### config.mk
export PLATFORM = sky130hd
export DESIGN_NAME = hcp_burst_queue
export DESIGN_NICKNAME = d
export VERILOG_FILES = /design/src/hcp_pkg.sv /design/src/hcp_burst_queue.sv
export SDC_FILE = /design/constraint.sdc
export NUM_CORES = 1
export LEC_CHECK = 0
export ABC_CLOCK_PERIOD_IN_PS = 8109
export BUFFER_PORTS_ARGS = -buffer_cell sky130_fd_sc_hd__buf_4
export CORE_MARGIN = 4
export CORE_UTILIZATION = 45
export DETAILED_ROUTE_END_ITERATION = 12
export HOLD_SLACK_MARGIN = 0.08
export MAX_ROUTING_LAYER = met4
export PLACE_DENSITY = 0.74
export SYNTH_ARGS = -nofsm -noshare
export SYNTH_HDL_FRONTEND = slang
export SYNTH_SLANG_ARGS = --single-unit
### constraint.sdc
create_clock -name clk -period 8.11 [get_ports clk]
set_input_delay 0.4055 -clock clk [delete_from_list [all_inputs] [get_ports clk]]
set_output_delay 0.4055 -clock clk [all_outputs]
set_load 0.03 [all_outputs]
### src/hcp_pkg.sv
// Shared types, constants and helpers for the Huffman code packer.
// Used by hcp_burst_queue, huffman_code_packer and hcp_checker; no dependencies.
`timescale 1ns / 1ps

package hcp_pkg;

    localparam int SYMBOL_COUNT = 256;
    localparam int SYM_W        = 8;
    localparam int MAX_CODE_LEN = 32;
    localparam int LEN_W        = 6;
    localparam int VAL_W        = 32;
    localparam int PEND_W       = 7;
    localparam int PCNT_W       = 3;
    localparam int ACC_W        = PEND_W + MAX_CODE_LEN;
    localparam int BURST_W      = 32;
    localparam int NBYTE_W      = 3;
    localparam int QUEUE_DEPTH  = 4;
    localparam int QPTR_W       = 2;
    localparam int QCNT_W       = 3;

    localparam logic [1:0] KIND_LOAD   = 2'd0;
    localparam logic [1:0] KIND_ENCODE = 2'd1;
    localparam logic [1:0] KIND_FLUSH  = 2'd2;

    typedef struct packed {
        logic [1:0]       kind;
        logic [SYM_W-1:0] symbol;
        logic [LEN_W-1:0] code_length;
        logic [VAL_W-1:0] code_value;
    } req_t;

    typedef struct packed {
        logic [7:0] out_byte;
        logic       byte_valid;
        logic [2:0] pad_count;
        logic       last;
    } res_t;

    typedef struct packed {
        logic [LEN_W-1:0] code_length;
        logic [VAL_W-1:0] code_value;
    } entry_t;

    typedef struct packed {
        logic [BURST_W-1:0] data;
        logic [NBYTE_W-1:0] nbytes;
        logic               byte_valid;
        logic [2:0]         pad_count;
    } burst_t;

    function automatic logic [VAL_W-1:0] code_mask(input logic [LEN_W-1:0] len);
        logic [VAL_W:0] wide;
        begin
            wide = ({{VAL_W{1'b0}}, 1'b1} << len) - {{VAL_W{1'b0}}, 1'b1};
            code_mask = (len >= LEN_W'(VAL_W)) ? {VAL_W{1'b1}} : wide[VAL_W-1:0];
        end
    endfunction

endpackage

### src/hcp_burst_queue.sv
// Result queue: up to four bursts of packed bytes, sent one byte a cycle while res_stall is low.
// Depends on hcp_pkg for the burst and result types.
`timescale 1ns / 1ps

module hcp_burst_queue (
    input  logic                          clk,
    input  logic                          rst_n,
    input  logic                          push,
    input  hcp_pkg::burst_t               push_data,
    output logic [hcp_pkg::QCNT_W-1:0]    level,
    output hcp_pkg::res_t                 res,
    output logic                          res_valid,
    input  logic                          res_stall
);

    hcp_pkg::burst_t                 q_mem [hcp_pkg::QUEUE_DEPTH];
    logic [hcp_pkg::QPTR_W-1:0]      wr_ptr_reg, wr_ptr_next;
    logic [hcp_pkg::QPTR_W-1:0]      rd_ptr_reg, rd_ptr_next;
    logic [hcp_pkg::QCNT_W-1:0]      count_reg, count_next;
    logic [1:0]                      sent_reg, sent_next;
    hcp_pkg::burst_t                 head;
    logic [hcp_pkg::NBYTE_W-1:0]     byte_idx;
    logic                            head_last;
    logic                            take;
    logic                            pop;

    assign head      = q_mem[rd_ptr_reg];
    assign res_valid = (count_reg != '0);
    assign level     = count_reg;
    assign byte_idx  = head.nbytes - 3'd1 - {1'b0, sent_reg};
    assign head_last = ({1'b0, sent_reg} == (head.nbytes - 3'd1));
    assign take      = res_valid && !res_stall;
    assign pop       = take && head_last;

    always_comb
    begin
        res.out_byte   = head.data[{byte_idx[1:0], 3'b000} +: 8];
        res.byte_valid = head.byte_valid;
        res.pad_count  = head.pad_count;
        res.last       = head_last;
    end

    always_comb
    begin
        wr_ptr_next = push ? wr_ptr_reg + 1'b1 : wr_ptr_reg;
        rd_ptr_next = pop ? rd_ptr_reg + 1'b1 : rd_ptr_reg;
        count_next  = count_reg + hcp_pkg::QCNT_W'(push) - hcp_pkg::QCNT_W'(pop);
        if (pop)
        begin
            sent_next = 2'd0;
        end
        else if (take)
        begin
            sent_next = sent_reg + 2'd1;
        end
        else
        begin
            sent_next = sent_reg;
        end
    end

    always_ff @(posedge clk or negedge rst_n)
    begin
        if (!rst_n)
        begin
            wr_ptr_reg <= '0;
            rd_ptr_reg <= '0;
            count_reg  <= '0;
            sent_reg   <= '0;
        end
        else
        begin
            wr_ptr_reg <= wr_ptr_next;
            rd_ptr_reg <= rd_ptr_next;
            count_reg  <= count_next;
            sent_reg   <= sent_next;
        end
    end

    always_ff @(posedge clk)
    begin
        if (push)
        begin
            q_mem[wr_ptr_reg] <= push_data;
        end
    end

endmodule

==> results.json <==
{
  "seq_area_frac_synth_pct": 74.9,
  "synth_edf_count": 156,
  "slew_violations": 0,
  "dr_total_vias": 2878,
  "clockBufferDepth": 2,
  "start_util_pct": 46.5,
  "nets": 399,
  "async_flop_share_pct": 5.45,
  "layout_common_cells": "edfxtp_1, buf_4, mux4_2, mux4_1, clkbuf_16",
  "rsz0062_at_grt": "no",
  "clkSlewWorstSetupHoldPaths_ns": 0.05,
  "first_pass_iters": 4,
  "synth.distinct_cells": 32,
  "wl_um": 11000,
  "layout_commonest_cell": "edfxtp_1",
  "diodes": 0,
  "worstPathArrival_ns": 3.37,
  "syn_nets": 330,
  "routabilityCongestion": 0.770,
  "synth_area_sq_um": 6550,
  "period_minus_slack_ns": 3.77,
  "layout.cells.non_filler": 539,
  "worstHoldPathCells": 1,
  "clk_latency_ns": 0.42,
  "design.core.area_sq_um": 14100,
  "hold_buffers": 1,
  "fillCellCount": 1082,
  "io_buffers": 59,
  "register_area_sq_um": 4910,
  "grt_pass1_wl_um": 17000,
  "critPathKind": "reg2out",
  "slew_headroom_pct": 25.6,
  "setup_tns_ns": 0,
  "critPathMaxFanout": 17,
  "final_util_pct": 54.7,
  "top_register": "q_mem",
  "route.detailed.drc": 0,
  "core.rowCount": 43,
  "leakage_nw": 2.70,
  "synth_top_area_cell": "edfxtp_1",
  "ios": 60,
  "total_power_mw": 3.26,
  "outcome": "finished clean",
  "grt_antenna_before_repair": 0,
  "layout-drive-gt1-share_pct": 35.7,
  "crit_path_end_kind": "output pin",
  "fmaxAchievable_mhz": 265,
  "synthTopCellsByArea": "edfxtp_1, mux4_2, mux4_1",
  "setup_viol_count_final": 0,
  "clock-sinks": 165,
  "r2r_cells": 11,
  "die_w_um": 129,
  "wire_per_inst_um": 20.3,
  "critPathRequiredTime_ns": 7.70,
  "syn_to_final_growth_pct": 17.6,
  "cap_violations": 0,
  "grt_pass1_vias": 3145,
  "cts_buffers": 17,
  "yosys_warnings": 0,
  "multi_input_area_sq_um": 1500,
  "synth-seq-cells": 165,
  "hold_ws_ns": 0.188,
  "hold_path.class": "in2reg",
  "period_share_pct": 46.5,
  "cts_tree": "done",
  "grt_max_degree": 40,
  "h-tree-depth": 4,
  "synth_cells": 277,
  "clock-root-buffer": "clkbuf_16",
  "vdd_ir_drop_max_v": 0.000338,
  "syn_avg_cell_area_sq_um": 23.7,
  "yosysTopAreaCellShare_pct": 71.5,
  "worst_pin_slew_ns": 1.12,
  "placed_cells": 506,
  "die-height_um": 129,
  "grt.total_usage_pct": 14.6,
  "ant_nets": 0,
  "dpl.hpwl_um": 6530,
  "ctsResizeCount": 0,
  "post_cts_buffers": 0,
  "fin_skew_ns": 0.00994,
  "start_kind": "flip-flop",
  "die_area_sq_um": 16600,
  "hold_viol_final": 0,
  "drtIter0Drc": 292,
  "synth_ff_type": "edfxtp_1",
  "overflow": 0,
  "p_per_area_nw_per_um2": 423,
  "largest_reg_flops": 156,
  "vias_per_cell": 5.34
}
-- path summary, 6_finish.rpt --
path                                from             to  slack, ns
min in group asynchronous          rst_n       level[2]       0.34
max                        rd_ptr_reg[0]        res[10]       4.34
min                         push_data[5]    q_mem[2][5]       0.19
min reg2reg                wr_ptr_reg[0]  wr_ptr_reg[0]       0.56
max in group asynchronous          rst_n  rd_ptr_reg[0]       7.61
max reg2reg                rd_ptr_reg[0]       level[2]       5.01
-- critical path: stages, from the launching register on --
cell and delay, ns:
dfrtp_2 0.44, mux4_2 0.57, ha_1 0.84, mux4_2 0.42, mux4_2 0.50, buf_4 0.19
-- power breakdown --
group	internal [mW]	leakage, nW	switching (mW)
logic	0.597	0.876	0.721
clock network	0.466	0.279	0.293
registers	1.13	1.54	0.0620
-- kinds of logic after synthesis --
family	Yosys count	synth area share, %
AOI/OAI and AO/OA	5	0.439
xor gates and xnor gates	7	1.34
and+or+nand+nor	18	1.41
adders and majority gates	10	2.02
DFF	165	74.9
buffers and inverters	21	2.31
muxes	51	17.6
-- Yosys cell counts (all sizes together) (2+ instances only) --
cell      n
a21oi     2
xnor2     2
buf       9
xor2      5
ha        9
nor3      2
o21ai     3
inv       9
dfrtp     9
nor2      4
mux4     46
mux2i     4
and2      4
edfxtp  156
nand2     4
-- per-stage QoR --
step	worst slack [ns]	instance area, sq um
after floorplan	4.79	6550
final	4.34	7700
after detailed placement	4.74	7130
after global placement	4.83	7130
after CTS	4.29	7700
after global routing	4.24	7700
-- layout make-up --
cell class                 instances  share of cell area (%)
tap                              180                    2.92
clock inverter                    10                    1.36
timing repair buffer              62                    6.07
clock buffer                      22                    6.02
sequential                       165                    63.7
inverter                           9                   0.438
multi-input combinational         91                    19.4
-- per-layer routing --
metal	vias up	wire (um)	share of wire (%)	track usage (%)
li1	1300	-	-	-
met3	7	736	6.7	6.23
met4	0	104	0.95	4.08
met2	83	5690	52	22.5
met5	-	0	0	-
met1	1488	4420	40	18.0
Note: power is estimated with default switching activity, not from simulation.
